## config.mk

```make
export PLATFORM = sky130hd
export DESIGN_NAME = tpdq_seq
export DESIGN_NICKNAME = d
export VERILOG_FILES = /design/src/rtl/core/tpdq_pkg.sv /design/src/rtl/core/tpdq_seq.sv
export SDC_FILE = /design/constraint.sdc
export NUM_CORES = 1
export LEC_CHECK = 0
export ABC_CLOCK_PERIOD_IN_PS = 4700
export CAP_MARGIN = 20
export CORE_MARGIN = 1
export CORE_UTILIZATION = 55
export CTS_CLUSTER_SIZE = 20
export DETAILED_ROUTE_END_ITERATION = 16
export DONT_BUFFER_PORTS = 1
export GPL_ROUTABILITY_DRIVEN = 1
export PLACE_DENSITY = 0.7
export SYNTH_ARGS = -nofsm -noshare
export SYNTH_HDL_FRONTEND = slang
export SYNTH_SLANG_ARGS = --single-unit
```

## constraint.sdc

```tcl
create_clock -name aclk -period 4.7 [get_ports aclk]
set_input_delay 1.175 -clock aclk [delete_from_list [all_inputs] [get_ports aclk]]
set_output_delay 1.175 -clock aclk [all_outputs]
set_load 0.1 [all_outputs]
```

## src/rtl/core/tpdq_pkg.sv

```systemverilog
// shared types and constants for the tree path decomposition query core
`timescale 1ns / 1ps
`default_nettype none

package tpdq_pkg;

    localparam int MAX_VERTICES = 1024;
    localparam int VERT_W       = $clog2(MAX_VERTICES);
    localparam int SEND_W       = VERT_W + 1;
    localparam int REQ_W        = 3;

    // light edges climbed per side, capped at ten
    localparam int CLIMB_LIMIT  = (VERT_W > 10) ? 10 : VERT_W;
    localparam int LCA_LIMIT    = 2 * CLIMB_LIMIT;
    localparam int CNT_W        = $clog2(LCA_LIMIT + 1);

    typedef logic [VERT_W-1:0] vertex_t;

    typedef enum logic [REQ_W-1:0] {
        REQ_WRITE    = 3'd0,
        REQ_ANCESTOR = 3'd1,
        REQ_PATH     = 3'd2,
        REQ_SUBTREE  = 3'd3,
        REQ_POSITION = 3'd4
    } req_t;

    // one vertex entry as stored in the table memory
    typedef struct packed {
        vertex_t             parent;
        vertex_t             head;
        vertex_t             pre;
        logic [SEND_W-1:0]   send;
    } entry_t;

    typedef struct packed {
        logic    en;
        vertex_t addr;
        entry_t  data;
    } mem_wr_t;

    typedef struct packed {
        logic    en;
        vertex_t addr;
    } mem_rd_t;

    // result command from the sequencer to the output stage
    typedef struct packed {
        logic              push;
        logic              flush;
        logic [SEND_W-1:0] lo;
        vertex_t           hi;
        vertex_t           vert;
        logic              has;
    } res_cmd_t;

    typedef struct packed {
        logic push_ok;
        logic flush_ok;
    } res_stat_t;

endpackage

`default_nettype wire

```

## src/rtl/core/tpdq_seq.sv

```systemverilog
// query sequencer: chain jumps through the table memory, at most one read per cycle
`timescale 1ns / 1ps
`default_nettype none

module tpdq_seq (
    input  wire logic                        aclk,
    input  wire logic                        aresetn,
    input  wire logic                        s_valid,
    output logic                             s_ready,
    input  wire logic [tpdq_pkg::REQ_W-1:0]  s_req_type,
    input  wire tpdq_pkg::vertex_t           s_vertex_a,
    input  wire tpdq_pkg::vertex_t           s_vertex_b,
    input  wire logic                        s_include_lca,
    output tpdq_pkg::mem_rd_t                rd,
    input  wire tpdq_pkg::entry_t            rd_data,
    output tpdq_pkg::res_cmd_t               cmd,
    input  wire tpdq_pkg::res_stat_t         stat
);

    typedef enum logic [11:0] {
        S_IDLE     = 12'b0000_0000_0001,
        S_SINGLE   = 12'b0000_0000_0010,
        S_LCA_B    = 12'b0000_0000_0100,
        S_LCA_U    = 12'b0000_0000_1000,
        S_LCA_TEST = 12'b0000_0001_0000,
        S_LCA_HEAD = 12'b0000_0010_0000,
        S_LCA_V    = 12'b0000_0100_0000,
        S_CL_V     = 12'b0000_1000_0000,
        S_CL_TEST  = 12'b0001_0000_0000,
        S_CL_HEAD  = 12'b0010_0000_0000,
        S_CL_LCA   = 12'b0100_0000_0000,
        S_FINISH   = 12'b1000_0000_0000
    } state_t;

    typedef struct packed {
        tpdq_pkg::vertex_t vert;
        tpdq_pkg::vertex_t head;
        tpdq_pkg::vertex_t pre;
    } node_t;

    state_t state_reg, state_next;
    node_t  v_reg, v_next;
    node_t  u_reg, u_next;
    node_t  w_reg, w_next;
    logic [tpdq_pkg::CNT_W-1:0] cnt_reg, cnt_next;
    logic [tpdq_pkg::REQ_W-1:0] type_reg, type_next;
    tpdq_pkg::vertex_t          a_reg, a_next;
    tpdq_pkg::vertex_t          b_reg, b_next;
    logic                       incl_reg, incl_next;
    logic                       side_reg, side_next;

    assign s_ready = (state_reg == S_IDLE);

    always_comb begin
        state_next = state_reg;
        v_next     = v_reg;
        u_next     = u_reg;
        w_next     = w_reg;
        cnt_next   = cnt_reg;
        type_next  = type_reg;
        a_next     = a_reg;
        b_next     = b_reg;
        incl_next  = incl_reg;
        side_next  = side_reg;
        rd         = '0;
        cmd        = '0;

        unique case (state_reg)
            S_IDLE: begin
                if (s_valid) begin
                    type_next = s_req_type;
                    a_next    = s_vertex_a;
                    b_next    = s_vertex_b;
                    incl_next = s_include_lca;
                    cnt_next  = '0;
                    rd.addr   = s_vertex_a;
                    unique case (s_req_type) inside
                        tpdq_pkg::REQ_ANCESTOR, tpdq_pkg::REQ_PATH: begin
                            rd.en      = 1'b1;
                            state_next = S_LCA_B;
                        end
                        tpdq_pkg::REQ_SUBTREE, tpdq_pkg::REQ_POSITION: begin
                            rd.en      = 1'b1;
                            state_next = S_SINGLE;
                        end
                        default: state_next = S_IDLE;
                    endcase
                end
            end
            S_SINGLE: begin
                cmd.flush = 1'b1;
                if (type_reg == tpdq_pkg::REQ_SUBTREE) begin
                    cmd.lo  = {1'b0, rd_data.pre};
                    cmd.hi  = tpdq_pkg::VERT_W'(rd_data.send - 1'b1);
                    cmd.has = 1'b1;
                end else begin
                    cmd.vert = rd_data.pre;
                end
                if (stat.flush_ok) begin
                    state_next = S_IDLE;
                end
            end
            S_LCA_B: begin
                v_next     = '{vert: a_reg, head: rd_data.head, pre: rd_data.pre};
                rd.en      = 1'b1;
                rd.addr    = b_reg;
                state_next = S_LCA_U;
            end
            S_LCA_U: begin
                u_next     = '{vert: b_reg, head: rd_data.head, pre: rd_data.pre};
                state_next = S_LCA_TEST;
            end
            S_LCA_TEST: begin
                if (cnt_reg < tpdq_pkg::CNT_W'(tpdq_pkg::LCA_LIMIT)
                    && v_reg.head != u_reg.head) begin
                    // always lift the side that sits deeper in preorder
                    if (v_reg.pre < u_reg.pre) begin
                        v_next = u_reg;
                        u_next = v_reg;
                    end
                    rd.en      = 1'b1;
                    rd.addr    = v_next.head;
                    cnt_next   = cnt_reg + 1'b1;
                    state_next = S_LCA_HEAD;
                end else begin
                    w_next   = (v_reg.pre < u_reg.pre) ? v_reg : u_reg;
                    cnt_next = '0;
                    if (type_reg == tpdq_pkg::REQ_PATH) begin
                        rd.en       = 1'b1;
                        rd.addr     = a_reg;
                        v_next.vert = a_reg;
                        side_next   = 1'b0;
                        state_next  = S_CL_V;
                    end else begin
                        state_next = S_FINISH;
                    end
                end
            end
            S_LCA_HEAD: begin
                rd.en       = 1'b1;
                rd.addr     = rd_data.parent;
                v_next.vert = rd_data.parent;
                state_next  = S_LCA_V;
            end
            S_LCA_V: begin
                v_next.head = rd_data.head;
                v_next.pre  = rd_data.pre;
                state_next  = S_LCA_TEST;
            end
            S_CL_V: begin
                v_next.head = rd_data.head;
                v_next.pre  = rd_data.pre;
                state_next  = S_CL_TEST;
            end
            S_CL_TEST: begin
                if (cnt_reg < tpdq_pkg::CNT_W'(tpdq_pkg::CLIMB_LIMIT)
                    && v_reg.head != w_reg.head) begin
                    rd.en      = 1'b1;
                    rd.addr    = v_reg.head;
                    state_next = S_CL_HEAD;
                end else begin
                    // closing piece of the side, below the ancestor
                    if (w_reg.pre != v_reg.pre) begin
                        cmd.push = 1'b1;
                        cmd.lo   = {1'b0, w_reg.pre} + 1'b1;
                        cmd.hi   = v_reg.pre;
                        cmd.has  = 1'b1;
                    end
                    if (!cmd.push || stat.push_ok) begin
                        state_next = side_reg ? S_FINISH : S_CL_LCA;
                    end
                end
            end
            S_CL_HEAD: begin
                cmd.push = 1'b1;
                cmd.lo   = {1'b0, rd_data.pre};
                cmd.hi   = v_reg.pre;
                cmd.has  = 1'b1;
                if (stat.push_ok) begin
                    rd.en       = 1'b1;
                    rd.addr     = rd_data.parent;
                    v_next.vert = rd_data.parent;
                    cnt_next    = cnt_reg + 1'b1;
                    state_next  = S_CL_V;
                end
            end
            S_CL_LCA: begin
                if (incl_reg) begin
                    cmd.push = 1'b1;
                    cmd.lo   = {1'b0, w_reg.pre};
                    cmd.hi   = w_reg.pre;
                    cmd.has  = 1'b1;
                end
                if (!incl_reg || stat.push_ok) begin
                    rd.en       = 1'b1;
                    rd.addr     = b_reg;
                    v_next.vert = b_reg;
                    side_next   = 1'b1;
                    cnt_next    = '0;
                    state_next  = S_CL_V;
                end
            end
            S_FINISH: begin
                // ancestor answer, or the held last interval, or an empty path
                cmd.flush = 1'b1;
                if (type_reg == tpdq_pkg::REQ_ANCESTOR) begin
                    cmd.vert = w_reg.vert;
                end
                if (stat.flush_ok) begin
                    state_next = S_IDLE;
                end
            end
            default: state_next = S_IDLE;
        endcase
    end

    always_ff @(posedge aclk) begin
        if (!aresetn) begin
            state_reg <= S_IDLE;
        end else begin
            state_reg <= state_next;
        end
        v_reg    <= v_next;
        u_reg    <= u_next;
        w_reg    <= w_next;
        cnt_reg  <= cnt_next;
        type_reg <= type_next;
        a_reg    <= a_next;
        b_reg    <= b_next;
        incl_reg <= incl_next;
        side_reg <= side_next;
    end

endmodule

`default_nettype wire

```

* Yosys cells after proc, flatten, opt, wreduce, memory -nomap -nowiden
Index checks and enable logic that the tools add are counted.
Operators by class: reductions and logical operators 26, equality and inequality tests 33, $lt $le $gt $ge 3, mux-type cells 57, add/sub/neg operators 3, bitwise operators 1
Operators with widths (count):
- $pmux W12 S10 | 1
- $mux W12 | 9
- $mux W30 | 3
- $pmux W21 S4 | 1
- $pmux W11 S7 | 1
- $mux W11 | 6
- $mux W10 | 6
- $mux W20 | 3
- $pmux W30 S2 | 1
- $pmux W10 S5 | 1
- $mux W21 | 2
- $pmux W20 S2 | 1
- $ne A10 B10 Y1 | 3
- $mux W5 | 4
- $pmux W10 S2 | 1
- $pmux W5 S4 | 1
- $ne A2 B2 Y1 const B | 7
- $eq A12 B1 Y1 const B | 1
- $eq A12 B10 Y1 const B | 1
- $eq A12 B11 Y1 const B | 1
- $eq A12 B12 Y1 const B | 1
- $eq A12 B2 Y1 const B | 1
- $eq A12 B3 Y1 const B | 1
- $eq A12 B4 Y1 const B | 1
- other kinds (35) | 65
Word-level totals: word-level logic and storage cells 139, bits of input ports 70, output and inout bits 46, bits in registers 132

* Logic depth before layout (Yosys ltp)
word-level depth 9, mapped depth 9, mapped depth without buffers 8

* Least setup slack after synthesis
Ideal clock, no wire load.
kind reg2out, start point reg v_reg[18] in the netlist's numbering, end point out cmd[31] in the netlist's numbering, buffers on the path 0, setup slack -598 ps, data required time 3525 ps, cell stages (with the launch flop) 7, data arrival time 4123 ps, path through edfxtp_1 -> xor2_1 -> nor4_1 -> a31oi_1 -> nor3_1 -> nand2_1 -> a311oi_1
RTL lines:
- from (decl) | line tpdq_seq.sv:42 | node_t v_reg, v_next;
- from (signal assigned) | line tpdq_seq.sv:223 | v_reg <= v_next;
- to (decl) | line tpdq_seq.sv:16 | output tpdq_pkg::res_cmd_t cmd,

==> results.ini <==
[clock_network]
path_clk_slew_ns = 0.06
cts_tree = yes
cts_sinks = 132
cts_buffers = 17
cts-htree-levels = 4
cts_buffer_depth = 2
worstSkewPairLatency_ns = 0.41
root_buffer = clkbuf_16

[run_status]
status = completed

[worst_setup_path]
cpMaxStageDelayCell = or4_1
crit_path_end_kind = primary output
path_delay_family = simple AND/OR/NAND/NOR gates
worstPathArrival_ns = 3.40
cp_max_fo = 11
cp.required_ns = 3.52
crit_chain = or4_4, or4_1, o21ai_2, a222oi_1, o211ai_1, buf_16
crit_buf_inv = 1
path_class = register to primary output
startpoint_type = register
cpPeakStageDelay_ns = 0.71

[run]
max_cap_violations = 0

[min_path]
hold_path.class = register to register

[synth]
synth_fp_nets = 703
async_reset_ff_frac = 0
netlist_area_um2 = 7520
seq_area_frac_synth = 0.511
synth-edff-count = 120
synthFlopType = edfxtp_1
synthCells = 621
ys_warn_count = 0
ys_ff_latch = 132
avgSynthCellArea_um2 = 12.1
synth_cell_type_count = 70

[routing]
drc_errors = 0
via_count = 5783
drt_iter0_drc = 626
wl_per_cell_um = 23.8
dr.pass1.iters = 8
routed_wl_um = 20600
ant_nets = 0
viasPerCell = 6.65

[power]
switching_share = 0.264
intPower_mw = 2.29
peakVddDrop_mv = 0.288
leakage_nw = 3.25
power.density_nw_per_um2 = 349
clkPwrFrac = 0.395
power.share.sequential = 0.448
power.switching_uw = 821
power.share.combinational = 0.157

[grt]
gr-usage-all-layers = 0.299
antenna_found_initial = 0
grt_overflow = 0
grt_first_pass_wirelength_um = 32000
grt_pass1_vias = 5773
grt_start_max_net_pins = 35

[die]
io_pins = 116
start_util = 0.566
die_h_um = 119
die_w_um = 119
coreArea_um2 = 13300
rows = 42
die_area_um2 = 14200

[finish]
multi_input_area_um2 = 3540
area_delta_synth_final_pct = 18.5
nets = 763
regArea_um2 = 3840
diodes = 0
fillers = 979
drive_gt1_frac = 0.277

[placed_design]
place_ws_ns = 0.386
hpwl_um = 14900
gp_congestion = 0.911
io_buffers = 0

[sta]
finalCritPeriodShare = 0.974
rsz0062_at_grt = false
worst_pin_slew_ns = 0.981
setup_viol = 0
fmax_ghz = 0.218
relSlewSlack = 0.344
min_period_ns = 4.58
setup_ws_ns = 0.122
hold_viol_final = 0
fin_tns_setup_ns = 0
final.setup_skew_ns = 0.00996
slew_violations = 0

## what timing repair did
action | in CTS | in global routing
endpoints found under the setup margin | 0 | 11
setup buffers | 0 | 4
gates resized for setup | 0 | 1
hold buffers | 0 | 0
## placed cells by master, fill, tap and decap left out, types with 9 or more instances in the layout
| cell | Yosys | final |
|---|---|---|
| a222oi_1 | 11 | 11 |
| xnor2_1 | 25 | 25 |
| nand2_1 | 43 | 43 |
| buf_4 | 3 | 56 |
| clkbuf_16 | 0 | 18 |
| dfxtp_1 | 12 | 12 |
| a22o_1 | 21 | 21 |
| edfxtp_1 | 120 | 120 |
| xor2_1 | 18 | 18 |
| o211ai_1 | 9 | 9 |
| a221o_1 | 26 | 26 |
| inv_1 | 19 | 19 |
| mux2_2 | 68 | 68 |
| o21ai_0 | 17 | 16 |
| o31ai_1 | 11 | 11 |
| a21oi_1 | 12 | 12 |
| nor2_1 | 34 | 32 |
| nand4_1 | 9 | 9 |
| ha_1 | 12 | 12 |
## routing by layer
| layer | part of all wire | global-route usage | vias up |
|---|---|---|---|
| met5 | 0 | 0 | - |
| li1 | - | - | 2590 |
| met3 | 0.090 | 0.0742 | 46 |
| met2 | 0.48 | 0.502 | 324 |
| met1 | 0.39 | 0.366 | 2823 |
| met4 | 0.035 | 0.128 | 0 |
## cell type report
cell class | count | area share
well taps | 176 | 0.0247
flip-flops and latches | 132 | 0.431
clock buffers | 19 | 0.0485
repair buffers | 67 | 0.0774
multi-input cells | 443 | 0.397
inverters | 20 | 0.00842
clock inverters | 12 | 0.0129
## synth_stat cells, types with 7 or more instances
library cell / number / area [µm²]
mux2_2: 68 / 766
buf_2: 10 / 50.1
a21oi_1: 12 / 60.1
a22oi_1: 7 / 52.6
mux2i_1: 7 / 70.1
xnor2_1: 25 / 219
nand2b_1: 7 / 43.8
nand4_1: 9 / 56.3
o21ai_0: 17 / 85.1
nand2_1: 43 / 161
clkbuf_1: 12 / 45.0
nand3_1: 8 / 40.0
edfxtp_1: 120 / 3600
nor4_1: 7 / 43.8
and3_1: 7 / 43.8
a221o_1: 26 / 260
xor2_1: 18 / 158
a22o_1: 21 / 184
o31ai_1: 11 / 82.6
inv_1: 19 / 71.3
o211ai_1: 9 / 67.6
dfxtp_1: 12 / 240
ha_1: 12 / 150
nor2_1: 34 / 128
a222oi_1: 11 / 110
## stage by stage
step | hold WS [ns] | utilization | instance area [µm²] | cells | power (mW)
3_3_place_gp | 0.530 | 0.627 | 8340 | 834 | 1.89
5_1_grt | 0.598 | 0.671 | 8920 | 869 | 3.20
2_1_floorplan | 0.502 | - | 7530 | 621 | 1.74
6_report | 0.570 | 0.671 | 8920 | 869 | 3.12
3_5_place_dp | 0.556 | 0.627 | 8340 | 834 | 1.90
4_1_cts | 0.567 | 0.668 | 8880 | 865 | 3.12
## logic make-up (layout without fill, tap and decap cells)
logic type               after synthesis  count (layout)  share of synthesized area
AND/OR/NAND/NOR                      166             166                      0.125
flip-flops                           132             132                      0.511
buffers and inverters                 46             118                     0.0261
multiplexers                          75              75                      0.111
adder cells (fa/ha/maj)               12              12                     0.0200
AO/OA/AOI/OAI                        147             147                      0.157
XOR/XNOR                              43              43                     0.0500
## worst register-to-register path, stage by stage, from the launching register on
cell,delay [ns]
dfxtp_1,0.36
nor4_4,0.51
nand3_2,0.53
or2_1,0.53
buf_4,0.21
nand2_1,0.53
buf_4,0.40
## power groups by stage
stage	sequential, mW	clock (mW)	combinational, mW
2_1_floorplan	1.40	0	0.340
3_3_place_gp	1.41	0	0.476
3_5_place_dp	1.42	0	0.484
4_1_cts	1.39	1.24	0.488
5_1_grt	1.40	1.28	0.512
6_report	1.40	1.23	0.489
## worst paths after layout
path                start      endpoint  slack (ns)  depth (start not counted)
max          state_reg[2]         rd[4]        0.12                          6
min          state_reg[1]  state_reg[1]        0.57                          2
max reg2reg  state_reg[6]     u_reg[21]        1.30                          6
min reg2reg  state_reg[1]  state_reg[1]        0.57                          2
No activity file was read; power rests on OpenSTA's default activity.
