$ cat config.mk
export PLATFORM = sky130hd
export DESIGN_NAME = tpdq_out
export DESIGN_NICKNAME = d
export VERILOG_FILES = /design/src/rtl/core/tpdq_pkg.sv /design/src/rtl/core/tpdq_out.sv
export SDC_FILE = /design/constraint.sdc
export NUM_CORES = 1
export LEC_CHECK = 0
export ABC_AREA = 1
export BUFFER_PORTS_ARGS = -buffer_cell sky130_fd_sc_hd__buf_4
export CELL_PAD_IN_SITES_DETAIL_PLACEMENT = 2
export CELL_PAD_IN_SITES_GLOBAL_PLACEMENT = 2
export CORE_UTILIZATION = 35
export CTS_BUF_LIST = sky130_fd_sc_hd__clkbuf_8
export DETAILED_ROUTE_END_ITERATION = 7
export GPL_TIMING_DRIVEN = 0
export PLACE_DENSITY = 0.88
export SYNTH_ARGS = -nofsm -noshare
export SYNTH_HDL_FRONTEND = slang
export SYNTH_SLANG_ARGS = --single-unit
export TNS_END_PERCENT = 100
$ cat constraint.sdc
create_clock -name aclk -period 2.5 [get_ports aclk]
set_input_delay 0.375 -clock aclk [delete_from_list [all_inputs] [get_ports aclk]]
set_output_delay 0.375 -clock aclk [all_outputs]
set_load 0.05 [all_outputs]
$ cat src/rtl/core/tpdq_pkg.sv
// shared types and constants for the tree path decomposition query core
`timescale 1ns / 1ps
`default_nettype none

package tpdq_pkg;

    localparam int MAX_VERTICES = 1024;
    localparam int VERT_W       = $clog2(MAX_VERTICES);
    localparam int SEND_W       = VERT_W + 1;
    localparam int REQ_W        = 3;

    // light edges climbed per side, capped at ten
    localparam int CLIMB_LIMIT  = (VERT_W > 10) ? 10 : VERT_W;
    localparam int LCA_LIMIT    = 2 * CLIMB_LIMIT;
    localparam int CNT_W        = $clog2(LCA_LIMIT + 1);

    typedef logic [VERT_W-1:0] vertex_t;

    typedef enum logic [REQ_W-1:0] {
        REQ_WRITE    = 3'd0,
        REQ_ANCESTOR = 3'd1,
        REQ_PATH     = 3'd2,
        REQ_SUBTREE  = 3'd3,
        REQ_POSITION = 3'd4
    } req_t;

    // one vertex entry as stored in the table memory
    typedef struct packed {
        vertex_t             parent;
        vertex_t             head;
        vertex_t             pre;
        logic [SEND_W-1:0]   send;
    } entry_t;

    typedef struct packed {
        logic    en;
        vertex_t addr;
        entry_t  data;
    } mem_wr_t;

    typedef struct packed {
        logic    en;
        vertex_t addr;
    } mem_rd_t;

    // result command from the sequencer to the output stage
    typedef struct packed {
        logic              push;
        logic              flush;
        logic [SEND_W-1:0] lo;
        vertex_t           hi;
        vertex_t           vert;
        logic              has;
    } res_cmd_t;

    typedef struct packed {
        logic push_ok;
        logic flush_ok;
    } res_stat_t;

endpackage

`default_nettype wire

$ cat src/rtl/core/tpdq_out.sv
// result hold stage and output register, tags the final result of an item
`timescale 1ns / 1ps
`default_nettype none

module tpdq_out (
    input  wire logic                           aclk,
    input  wire logic                           aresetn,
    input  wire tpdq_pkg::res_cmd_t             cmd,
    output tpdq_pkg::res_stat_t                 stat,
    output logic                                m_valid,
    input  wire logic                           m_ready,
    output logic [tpdq_pkg::SEND_W-1:0]         m_seg_low,
    output logic [tpdq_pkg::VERT_W-1:0]         m_seg_high,
    output logic [tpdq_pkg::VERT_W-1:0]         m_result_vertex,
    output logic                                m_has_segment,
    output logic                                m_is_last
);

    logic                        hold_valid_reg, hold_valid_next;
    logic [tpdq_pkg::SEND_W-1:0] hold_lo_reg, hold_lo_next;
    tpdq_pkg::vertex_t           hold_hi_reg, hold_hi_next;

    logic                        m_valid_reg, m_valid_next;
    logic [tpdq_pkg::SEND_W-1:0] lo_reg, lo_next;
    tpdq_pkg::vertex_t           hi_reg, hi_next;
    tpdq_pkg::vertex_t           vert_reg, vert_next;
    logic                        has_reg, has_next;
    logic                        last_reg, last_next;

    logic out_free;

    assign out_free      = !m_valid_reg || m_ready;
    assign stat.push_ok  = !hold_valid_reg || out_free;
    assign stat.flush_ok = out_free;

    always_comb begin
        hold_valid_next = hold_valid_reg;
        hold_lo_next    = hold_lo_reg;
        hold_hi_next    = hold_hi_reg;
        m_valid_next    = m_valid_reg && !m_ready;
        lo_next         = lo_reg;
        hi_next         = hi_reg;
        vert_next       = vert_reg;
        has_next        = has_reg;
        last_next       = last_reg;

        if (cmd.push && stat.push_ok) begin
            // the held interval is known not to be last once another arrives
            if (hold_valid_reg) begin
                m_valid_next = 1'b1;
                lo_next      = hold_lo_reg;
                hi_next      = hold_hi_reg;
                vert_next    = '0;
                has_next     = 1'b1;
                last_next    = 1'b0;
            end
            hold_valid_next = 1'b1;
            hold_lo_next    = cmd.lo;
            hold_hi_next    = cmd.hi;
        end else if (cmd.flush && out_free) begin
            m_valid_next    = 1'b1;
            last_next       = 1'b1;
            hold_valid_next = 1'b0;
            if (hold_valid_reg) begin
                lo_next   = hold_lo_reg;
                hi_next   = hold_hi_reg;
                vert_next = '0;
                has_next  = 1'b1;
            end else begin
                lo_next   = cmd.lo;
                hi_next   = cmd.hi;
                vert_next = cmd.vert;
                has_next  = cmd.has;
            end
        end
    end

    always_ff @(posedge aclk) begin
        if (!aresetn) begin
            hold_valid_reg <= 1'b0;
            m_valid_reg    <= 1'b0;
        end else begin
            hold_valid_reg <= hold_valid_next;
            m_valid_reg    <= m_valid_next;
        end
        hold_lo_reg <= hold_lo_next;
        hold_hi_reg <= hold_hi_next;
        lo_reg      <= lo_next;
        hi_reg      <= hi_next;
        vert_reg    <= vert_next;
        has_reg     <= has_next;
        last_reg    <= last_next;
    end

    assign m_valid         = m_valid_reg;
    assign m_seg_low       = lo_reg;
    assign m_seg_high      = hi_reg;
    assign m_result_vertex = vert_reg;
    assign m_has_segment   = has_reg;
    assign m_is_last       = last_reg;

endmodule

`default_nettype wire

; After elaboration in Yosys (flattened, before gate mapping)
; Index checks and enable logic that the tools add are counted.
[totals]
register_bits = 56
elab_cells = 44
out_inout_bits = 36
input_bits = 37
[op_classes]
reduce_logical = 10
n_eq_ne = 1
mux = 24
[op_table]
columns = operator, count
row1 = $mux W10, 8
row2 = $mux W11, 4
row3 = $mux W1, 12
row4 = $logic_and A1 B1 Y1, 3
row5 = $logic_not A1 Y1, 3
row6 = $logic_or A1 B1 Y1, 2
row7 = $ne A2 B2 Y1 const B, 1
row8 = $reduce_and A2 Y1, 1
row9 = $reduce_bool A2 Y1, 1

; Depth between registers and ports, before layout
; Gate-level depths: netlist (run 1).
[logic_depth]
word_depth = 6
depth_mapped = 6
mapped_depth_nobuf = 6

; Least setup slack after synthesis (run 1)
; OpenSTA, ideal clock, no wires.
[synth_timing]
kind = register -> register
from = register m_valid_reg, in the netlist m_valid
to = register has_reg, in the netlist m_has_segment, enable pin
setup_ns = 0.485
path_slack_ns = 0.513
path_buffers = 0
t_required_ns = 2.015
synth_period_minus_slack_ns = 1.987
arrival_time_ns = 1.503
stages_incl_launch_ff = 4
cell_sequence = dfxtp_1 nand2_1 nand3_1 nand2_1
[synth_between]
elab_chain_cells = 6
word_cells_on_any_way = 8
cone_classes = 1 x eq/ne / 7 x reduce/logical
[synth_rtl]
columns = item, line
row1 = start: declaration, tpdq_out.sv:23  ; logic m_valid_reg, m_valid_next;
row2 = start signal: assignment, tpdq_out.sv:84  ; m_valid_reg <= m_valid_next;
row3 = $logic_not A1 Y1 (*), tpdq_out.sv:32  ; assign out_free = !m_valid_reg || m_ready;
row4 = $logic_or A1 B1 Y1 (*), tpdq_out.sv:32
row5 = net out_free, tpdq_out.sv:30  ; logic out_free;
row6 = $logic_or A1 B1 Y1, tpdq_out.sv:33  ; assign stat.push_ok = !hold_valid_reg || out_free;
row7 = $logic_and A1 B1 Y1, tpdq_out.sv:47  ; if (cmd.push && stat.push_ok) begin
row8 = $ne A2 B2 Y1 (no line) or $reduce_bool A2 Y1 (tied branches), -
row9 = $reduce_and A2 Y1 (no line) (*), -
row10 = end signal: assignment, tpdq_out.sv:91  ; has_reg <= has_next;
row11 = end: declaration, tpdq_out.sv:27  ; logic has_reg, has_next;
; The timed path passes the listed nets; every way through them passes the cells marked *.
; A chain may end at the register's enable or synchronous reset.

; Worst setup path after layout (run 1)
[layout_timing]
from = register m_valid_reg, in the netlist m_valid
to = register lo_reg, in the netlist m_seg_low[7], enable pin
[layout_between]
elab_chain_cells = 6
word_cells_on_any_way = 8
cone_classes = 1 x eq/ne / 7 x reduce/logical
[layout_rtl]
columns = item, line
row1 = $logic_not A1 Y1 (*), tpdq_out.sv:32
row2 = $logic_or A1 B1 Y1 (*), tpdq_out.sv:32
row3 = net out_free, tpdq_out.sv:30
row4 = $logic_or A1 B1 Y1, tpdq_out.sv:33
row5 = $logic_and A1 B1 Y1, tpdq_out.sv:47
row6 = $ne A2 B2 Y1 (no line) or $reduce_bool A2 Y1 (tied branches), -
row7 = $reduce_and A2 Y1 (no line) (*), -
row8 = end signal: assignment, tpdq_out.sv:88  ; lo_reg <= lo_next;
row9 = end: declaration, tpdq_out.sv:24  ; logic [tpdq_pkg::SEND_W-1:0] lo_reg, lo_next;
; Marks and branches as above.

==> key figures, run 1 <==
Clocking
  • CTS tree: done
  • Num CTS Buffers: 5
  • Clock transition at the registers of the reported paths: 0.11 ns
  • Post_cts resized: 0
  • Clk buf depth: 2
  • CTS Hold Bufs: 0
  • # clock sinks: 56
  • Root buf cell: clkbuf_8
  • Latest clock arrival within the worst-skew pair: 0.32 ns
  • Post-CTS setup buffers: 0
  • Number of H-tree levels: 2

Status
  • Status: finished clean

STA
  • Worst Skew: 0.0117 ns
  • Actual slew at the worst max-slew pin: 0.898 ns
  • Final number of hold-violating endpoints: 0
  • Fin crit share: 66.5%
  • Fmax: 602 MHz
  • Final Slew Violations: 0
  • Final min period: 1.66 ns
  • Final setup vio count: 0
  • WHS: 0.235 ns
  • RSZ-0062 raised after global routing: false
  • Post-route setup TNS: 0 ns
  • Worst slew margin: 40.1%

Detailed routing
  • DR vias: 1459
  • # DRC: 0
  • Final WL: 6030 µm
  • Post-DR vias/cell: 4.65
  • 1st-iter DRT viols: 31
  • DR WL/cell: 19.2 µm
  • ANT nets after route: 0
  • First-pass DRT Iterations: 4

Worst setup path
  • WP data required: 2.45 ns
  • Critical path's largest stage delay: 0.64 ns
  • Worst Setup End Kind: flip-flop
  • RR Startpoint: m_valid
  • Crit-path max FO: 33
  • WS Path Type: reg2reg
  • Worst r2r path cells: 3
  • Worst-path cell chain: nand2_1 > nand3_1 > nand2_2
  • CP Data Arrival Time: 1.61 ns
  • CP startpoint: m_valid
  • R2r setup slk: 0.84 ns
  • CP Launch Type: flip-flop
  • Critical R2R Capture: m_seg_low[7]
  • CP endpoint: m_seg_low[7]
  • Crit-path slowest cell: nand2_2

Placement
  • Hpwl dp: 3870 µm
  • Port bufs: 72
  • Placed Area: 0.00275 mm²
  • GPL Wtd Cong: 0.762

Synth
  • Avg Cell Area, Syn: 13.0 µm²
  • Yosys warns: 0
  • Register bit total from synthesis: 56
  • Post-synthesis sequential area ratio: 78.7%
  • Post-Syn Area: 0.00211 mm²
  • Syn Nets: 199
  • Mapped Cells: 162
  • Count of cell types in the netlist: 11

Hold path
  • Hold_sp: cmd[12]
  • Worst min path class: in2reg

Final layout
  • # diodes: 0
  • Final instance area: 0.00285 mm²
  • Area delta synth->final: 35.1%
  • Multi-input logic area: 334 µm²
  • # fillers: 575
  • Post-layout util: 50.3%
  • Final #Nets: 278
  • Share of cells above drive strength 1: 36.4%
  • FF+latch area: 0.00166 mm²

Global routing
  • Initial antenna violation count: 0
  • Total grt overflow: 0
  • Total global-route track usage: 20.1%
  • Largest net degree at the start of global routing: 34
  • First-pass GRT wire length: 8860 µm
  • Number of global-route vias before repair: 1614

Power and ir drop
  • Max IR drop VDD: 0.000328 V
  • Pwr Density: 745 mW/mm²
  • Total power: 0.00213 W
  • Static leakage: 1.30 nW

Floorplan
  • Starting density of the core: 37.2%
  • Top-level port count: 73
  • Core Region: 0.00568 mm²
  • Die height: 79.7 µm
  • Site Rows: 27
  • Die ar.: 0.00635 mm²
  • Die width: 79.7 µm

Run
  • Max cap viols: 0
## worst min-delay path by stage
stage	cells after the start	slack, ns	endpoint
floorplan	2	0.47	m_valid
CTS	1	0.23	hold_lo_reg[1]
global placement	2	0.49	m_seg_high[3]
global route	1	0.22	hold_lo_reg[3]
detailed placement	2	0.51	m_seg_low[3]
finish	1	0.24	hold_hi_reg[1]
## worst max-delay path, delay by kind of cell, from the launching register on
| kind | cells | cell delay, ns |
|---|---|---|
| flops | 1 | 0.33 |
| simple gates | 3 | 0.96 |
## per-stage QoR
stage	worst slack [ns]	std cells
after detailed placement	0.654	306
after floorplan	0.513	162
after CTS	0.826	314
after global routing	0.731	314
final	0.838	314
after global placement	0.249	306
## metal layers
metal / GRT usage [%] / wire [µm]
met2: 37.9 / 3320
met3: 4.80 / 313
met4: 8.91 / 142
met1: 20.8 / 2250
met5: 0 / 0
## synth_stat cells, drive strengths merged
cell	count	area share [%]
buf	6	2.7
dfxtp	2	1.9
edfxtp	54	77
inv	16	3.0
nand2	67	12
nand3	5	1.2
nor2	11	2.3
or2	1	0.30
## report_power, final
part	switching [W]	internal, W
Clock	0.000308	0.000294
Combinational	0.000270	0.000120
Sequential	0.0000238	0.00111
## area by class of cell
cell class	count	area share, %
plain buffers	6	1.97
clock buffers	5	2.41
clock inverters	3	1.36
inverters	16	2.19
multi-input cells	84	11.7
flip-flops and latches	56	58.2
well taps	72	3.16
repair buffers	72	18.9
## placed cells by master (no fill, tap or decap)
master	n
buf_4	75
buf_6	3
bufinv_16	1
clkbuf_8	5
clkinv_2	1
dfxtp_1	2
edfxtp_1	54
inv_1	16
inv_4	1
nand2_1	66
nand2_2	1
nand3_1	5
nor2_1	10
nor2_4	1
or2_1	1
## kinds of logic (layout without fill, tap and decap cells)
family,Yosys count,after routing,share of synthesized area [%]
buffers and inverters,22,102,5.63
DFF,56,56,78.7
and+or+nand+nor,84,84,15.7
No activity file was read; power rests on OpenSTA's default activity.
==> run 2: changes to the inputs <==
--- a/config.mk
+++ b/config.mk
@@ -9,11 +9,11 @@
 export BUFFER_PORTS_ARGS = -buffer_cell sky130_fd_sc_hd__buf_4
 export CELL_PAD_IN_SITES_DETAIL_PLACEMENT = 2
 export CELL_PAD_IN_SITES_GLOBAL_PLACEMENT = 2
-export CORE_UTILIZATION = 35
+export CORE_UTILIZATION = 33
 export CTS_BUF_LIST = sky130_fd_sc_hd__clkbuf_8
 export DETAILED_ROUTE_END_ITERATION = 7
 export GPL_TIMING_DRIVEN = 0
-export PLACE_DENSITY = 0.88
+export PLACE_DENSITY = 0.84
 export SYNTH_ARGS = -nofsm -noshare
 export SYNTH_HDL_FRONTEND = slang
 export SYNTH_SLANG_ARGS = --single-unit
==> constraint.sdc (replaced) <==
create_clock -name aclk -period 1.6 [get_ports aclk]
set_input_delay 0.24 -clock aclk [delete_from_list [all_inputs] [get_ports aclk]]
set_output_delay 0.24 -clock aclk [all_outputs]
set_load 0.05 [all_outputs]
==> run 2 against run 1 <==
Net effect: die area up 5.9%; via count fell by 2.5%; critical path depth is the same; clock skew shrank 0.0061 ns; hold slack worse by 0.13 ns; setup slack worse by 0.67 ns; register-to-register slack got worse by 0.67 ns; maximum frequency increased by 16%; critical path type unchanged.
==> key figures, run 2 (synthesis gave the netlist of run 1 again) <==
Status
  • Status: finished clean

Detailed routing
  • DR WL/cell: 15.4 µm
  • Top routing layer in use: met4
  • # DRC: 0
  • ANT nets after route: 0
  • 1st-iter DRT viols: 54
  • Post-DR vias/cell: 4.47
  • Routed wl met3: 350 µm
  • Total length of routed met2 wires: 2610 µm
  • DRT met1 WL: 1880 µm
  • Final WL: 4890 µm
  • DR vias: 1423
  • First-pass DRT Iterations: 4

Placement
  • GPL Wtd Cong: 0.681
  • Hpwl dp: 3400 µm
  • Port bufs: 72
  • DP Cell Count: 309

Worst setup path
  • CP Launch Type: flip-flop
  • CP Data Arrival Time: 1.39 ns
  • WS Path Type: reg2reg
  • Worst Setup End Kind: flip-flop
  • Crit-path max FO: 33
  • WP data required: 1.56 ns
  • R2r setup slk: 0.16 ns

Power and ir drop
  • Pint: 0.00223 W
  • P_sw: 0.000909 W
  • Static leakage: 1.27 nW
  • Sw Share: 29.0%
  • Total power: 0.00314 W
  • Sequential power share: 56.4%
  • Clock network power share: 24.7%
  • Max IR drop VDD: 0.000592 V
  • Pwr Density: 1100 mW/mm²
  • Gate power share: 19.0%

Final layout
  • Layout Cells excl Fill: 318
  • Share of cells above drive strength 1: 37.9%
  • Area delta synth->final: 35.4%
  • Final #Nets: 279
  • Most frequent cells in the layout: 75 x buf_4, 66 x nand2_1, 54 x edfxtp_1
  • Commonest non-fill, non-tap cell in the layout: buf_4
  • # diodes: 0

Global routing
  • Total grt overflow: 0
  • First-pass GRT wire length: 7450 µm
  • Initial antenna violation count: 0
  • Number of global-route vias before repair: 1514
  • Largest net degree at the start of global routing: 34
  • Total global-route track usage: 15.5%

Clocking
  • Clk buf depth: 2
  • Num CTS Buffers: 5
  • Number of H-tree levels: 2
  • CTS tree: done
  • Clock transition at the registers of the reported paths: 0.10 ns
  • Post-CTS setup buffers: 0
  • Latest clock arrival within the worst-skew pair: 0.31 ns
  • # clock sinks: 56
  • CTS Hold Bufs: 0
  • Root buf cell: clkbuf_8

STA
  • Worst Skew: 0.00565 ns
  • Final Slew Violations: 0
  • Actual slew at the worst max-slew pin: 0.487 ns
  • Final setup vio count: 0
  • Final number of hold-violating endpoints: 0
  • RSZ-0062 raised after global routing: false
  • Final min period: 1.44 ns
  • Post-route setup TNS: 0 ns
  • Fmax: 697 MHz
  • Fin crit share: 89.7%
  • Worst slew margin: 67.5%

Floorplan
  • Die height: 82 µm
  • Site Rows: 28
  • Core Region: 0.00606 mm²
  • Die ar.: 0.00672 mm²
  • Top-level port count: 73
  • Die width: 82 µm
  • Starting density of the core: 34.8%

Run
  • Max cap viols: 0

Hold path
  • Worst min path class: in2reg
-- run 2: metrics by stage --
step	worst slack [ns]	cell area [µm²]	hold WS (ns)	utilization (%)
global placement	-0.0616	2760	0.427	45.5
finish	0.165	2860	0.110	47.2
global route	0.0716	2860	0.0952	47.2
CTS	0.0288	2850	0.102	47.0
floorplan	0.0166	2120	0.338	-
detailed placement	-0.111	2760	0.430	45.5
-- run 2: final timing paths --
| path | start | end | cells after the start |
|---|---|---|---|
| setup / recovery | m_valid | m_seg_low[9] | 3 |
| hold reg to reg | hold_lo_reg[0] | m_seg_low[0] | 2 |
| setup reg to reg | m_valid | m_seg_low[9] | 3 |
| hold / removal | cmd[21] | hold_lo_reg[0] | 1 |
-- run 2: critical path, stage by stage, from the launching register on --
cell     delay, ns
dfxtp_2       0.35
nand2_1       0.12
nand3_1       0.18
nand2_4       0.43
-- run 2: routing by layer --
layer  vias to the layer above  GRT usage, %
li1                        689             -
met1                       686          16.8
met2                        43          28.3
met3                         5          5.11
met4                         0          4.74
met5                         -             0
-- run 2: layout make-up --
cell class                      instances  area [µm²]
Timing Repair inverter                  1        7.51
Inverter                               16        66.3
Buffer                                  6        56.3
Timing Repair Buffer                   72         541
Clock buffer                            5        68.8
Fill cell                             669        3200
Multi-Input combinational cell         84         344
Clock inverter                          3        18.8
Sequential cell                        56        1660
Tap cell                               75        93.8
-- run 2: power groups by stage --
stage / Clock [W] / Combinational [W] / Sequential, W
after detailed placement: 0 / 0.000599 / 0.00180
final: 0.000774 / 0.000595 / 0.00177
after CTS: 0.000799 / 0.000602 / 0.00177
after global placement: 0 / 0.000581 / 0.00180
after floorplan: 0 / 0.000141 / 0.00202
after global routing: 0.000858 / 0.000639 / 0.00178
-- run 2: repair_timing --
action,4_1_cts,5_1_grt
cloned,0,1
pin swaps,0,0
setup endpoints to repair,33,21
hold endpoints to repair,0,0
gates resized for setup,1,2
==> run 3: changes to the inputs <==
--- a/config.mk
+++ b/config.mk
@@ -14,6 +14,7 @@
 export DETAILED_ROUTE_END_ITERATION = 7
 export GPL_TIMING_DRIVEN = 0
 export PLACE_DENSITY = 0.84
+export REMOVE_ABC_BUFFERS = 1
 export SYNTH_ARGS = -nofsm -noshare
 export SYNTH_HDL_FRONTEND = slang
 export SYNTH_SLANG_ARGS = --single-unit
==> run 3 against run 2 <==
Net effect: utilization is 0.76 points lower; clock skew rose by 0.0015 ns; register-to-register slack got worse by 0.04 ns; combinational power fell by 2%; sequential cell count is the same; non-clock buffer count is 5 lower; hold slack gained 0.0089 ns; sequential share of layout area is 0.91 points higher; critical path type unchanged; clock-buffer cell count stayed put.
==> key figures, run 3 (synthesis gave the netlist of run 1 again) <==
Status
  • Status: finished clean

Worst setup path
  • Critical R2R Capture: m_has_segment
  • WS Path Type: reg2reg
  • CP endpoint: m_has_segment
  • RR Startpoint: hold_valid_reg
  • CP Data Arrival Time: 1.53 ns
  • CP startpoint: hold_valid_reg
  • R2r setup slk: 0.12 ns
  • Worst r2r path cells: 3
  • WP data required: 1.66 ns
  • Worst Setup End Kind: flip-flop
  • Crit-path max FO: 33
  • CP Launch Type: flip-flop

Power and ir drop
  • Clock network power share: 23.4%
  • Sw Share: 28.0%
  • Total power: 0.00306 W
  • P_sw: 0.000858 W
  • Static leakage: 1.26 nW
  • Gate power share: 19.0%
  • Pint: 0.00220 W
  • Pwr Density: 1090 mW/mm²
  • Max IR drop VDD: 0.000521 V
  • Sequential power share: 57.6%

Detailed routing
  • Final WL: 4790 µm
  • First-pass DRT Iterations: 4
  • ANT nets after route: 0
  • 1st-iter DRT viols: 30
  • DR vias: 1404
  • # DRC: 0
  • DR WL/cell: 15.3 µm
  • Post-DR vias/cell: 4.49

Placement
  • Port bufs: 72
  • Placed Area: 0.00269 mm²
  • Hpwl dp: 3180 µm
  • GPL Wtd Cong: 0.611
  • DP Cell Count: 303

Final layout
  • Final #Nets: 275
  • # diodes: 0
  • Share of cells above drive strength 1: 35.7%
  • Layout Cells excl Fill: 313
  • Area delta synth->final: 33.2%
  • # fillers: 632
  • Most frequent cells in the layout: 72 x buf_4, 66 x nand2_1, 54 x edfxtp_1
  • Commonest non-fill, non-tap cell in the layout: buf_4
  • Final instance area: 0.00281 mm²

STA
  • Final setup vio count: 0
  • Actual slew at the worst max-slew pin: 0.556 ns
  • Fin crit share: 92.3%
  • Worst Skew: 0.00718 ns
  • Final Slew Violations: 0
  • RSZ-0062 raised after global routing: false
  • Fmax: 677 MHz
  • Final number of hold-violating endpoints: 0
  • Final min period: 1.48 ns
  • Post-route setup TNS: 0 ns
  • Worst slew margin: 62.9%

Floorplan
  • Die width: 82 µm
  • Starting density of the core: 34.8%
  • Die ar.: 0.00672 mm²
  • Top-level port count: 73
  • Die height: 82 µm
  • Core Region: 0.00606 mm²
  • Site Rows: 28

Hold path
  • Hold Path Cell Cnt: 1
  • Worst min path class: in2reg

Clocking
  • # clock sinks: 56
  • Clk buf depth: 2
  • Root buf cell: clkbuf_8
  • CTS tree: done
  • Latest clock arrival within the worst-skew pair: 0.30 ns
  • Clock transition at the registers of the reported paths: 0.10 ns
  • Number of H-tree levels: 2
  • Num CTS Buffers: 5

Run
  • Max cap viols: 0

Global routing
  • First-pass GRT wire length: 7290 µm
  • Number of global-route vias before repair: 1513
  • Initial antenna violation count: 0
  • Total global-route track usage: 15.2%
  • Largest net degree at the start of global routing: 34
  • Total grt overflow: 0
[run 3: cell types whose count changed in the layout (fill, tap and decap cells not counted), sizes merged]
cell	delta
nor2	+1
clkinvlp	-2
inv	+1
buf	-5
[run 3: per-stage QoR]
stage | setup slack, ns | hold slack, ns | utilization (%)
after global placement | -0.528 | 0.427 | 44.4
after global routing | 0.00562 | 0.0927 | 46.4
after floorplan | -0.797 | 0.338 | -
final | 0.123 | 0.119 | 46.4
after detailed placement | -0.138 | 0.429 | 44.4
after CTS | 0.0306 | 0.106 | 46.1
[run 3: area by class of cell]
cell class | instances | area (µm²) | share of cell area (%)
Timing Repair Buffer | 73 | 561 | 19.9
Sequential cell | 56 | 1660 | 59.1
Multi-Input combinational cell | 85 | 345 | 12.3
Clock inverter | 2 | 8.76 | 0.311
Timing Repair inverter | 1 | 7.51 | 0.267
Inverter | 16 | 66.3 | 2.36
Clock buffer | 5 | 68.8 | 2.45
Tap cell | 75 | 93.8 | 3.34
[run 3: worst min path at each step]
stage	start	end
after floorplan	aresetn	m_valid
after global placement	cmd[13]	hold_hi_reg[2]
after detailed placement	cmd[12]	hold_hi_reg[1]
after CTS	cmd[17]	hold_hi_reg[6]
after global routing	cmd[13]	hold_hi_reg[2]
final	cmd[26]	hold_lo_reg[5]
[run 3: power by group through the flow]
stage                     sequential, W  combinational, W  clock, W
final                           0.00176          0.000582  0.000715
after global routing            0.00177          0.000627  0.000815
after CTS                       0.00177          0.000589  0.000757
after detailed placement        0.00180          0.000578         0
after global placement          0.00179          0.000561         0
after floorplan                 0.00202          0.000120         0
[run 3: what timing repair did]
| action | CTS | global route |
|---|---|---|
| setup endpoints to repair | 76 | 11 |
| setup buffers | 0 | 1 |
| pin swaps | 1 | 0 |
| gates resized for setup | 3 | 0 |
| gates cloned | 2 | 0 |
| hold buffers | 0 | 0 |
[run 3: layer usage]
layer	vias up	GRT usage, %	wire length (µm)
met3	7	4.89	302
li1	676	-	-
met2	47	29.7	2660
met5	-	0	0
met1	674	15.4	1790
met4	0	3.68	42
[run 3: worst max-delay path, stage by stage (launching register included)]
cell	delay (ns)
dfxtp_1	0.39
nor2_4	0.34
inv_4	0.23
or2_1	0.27
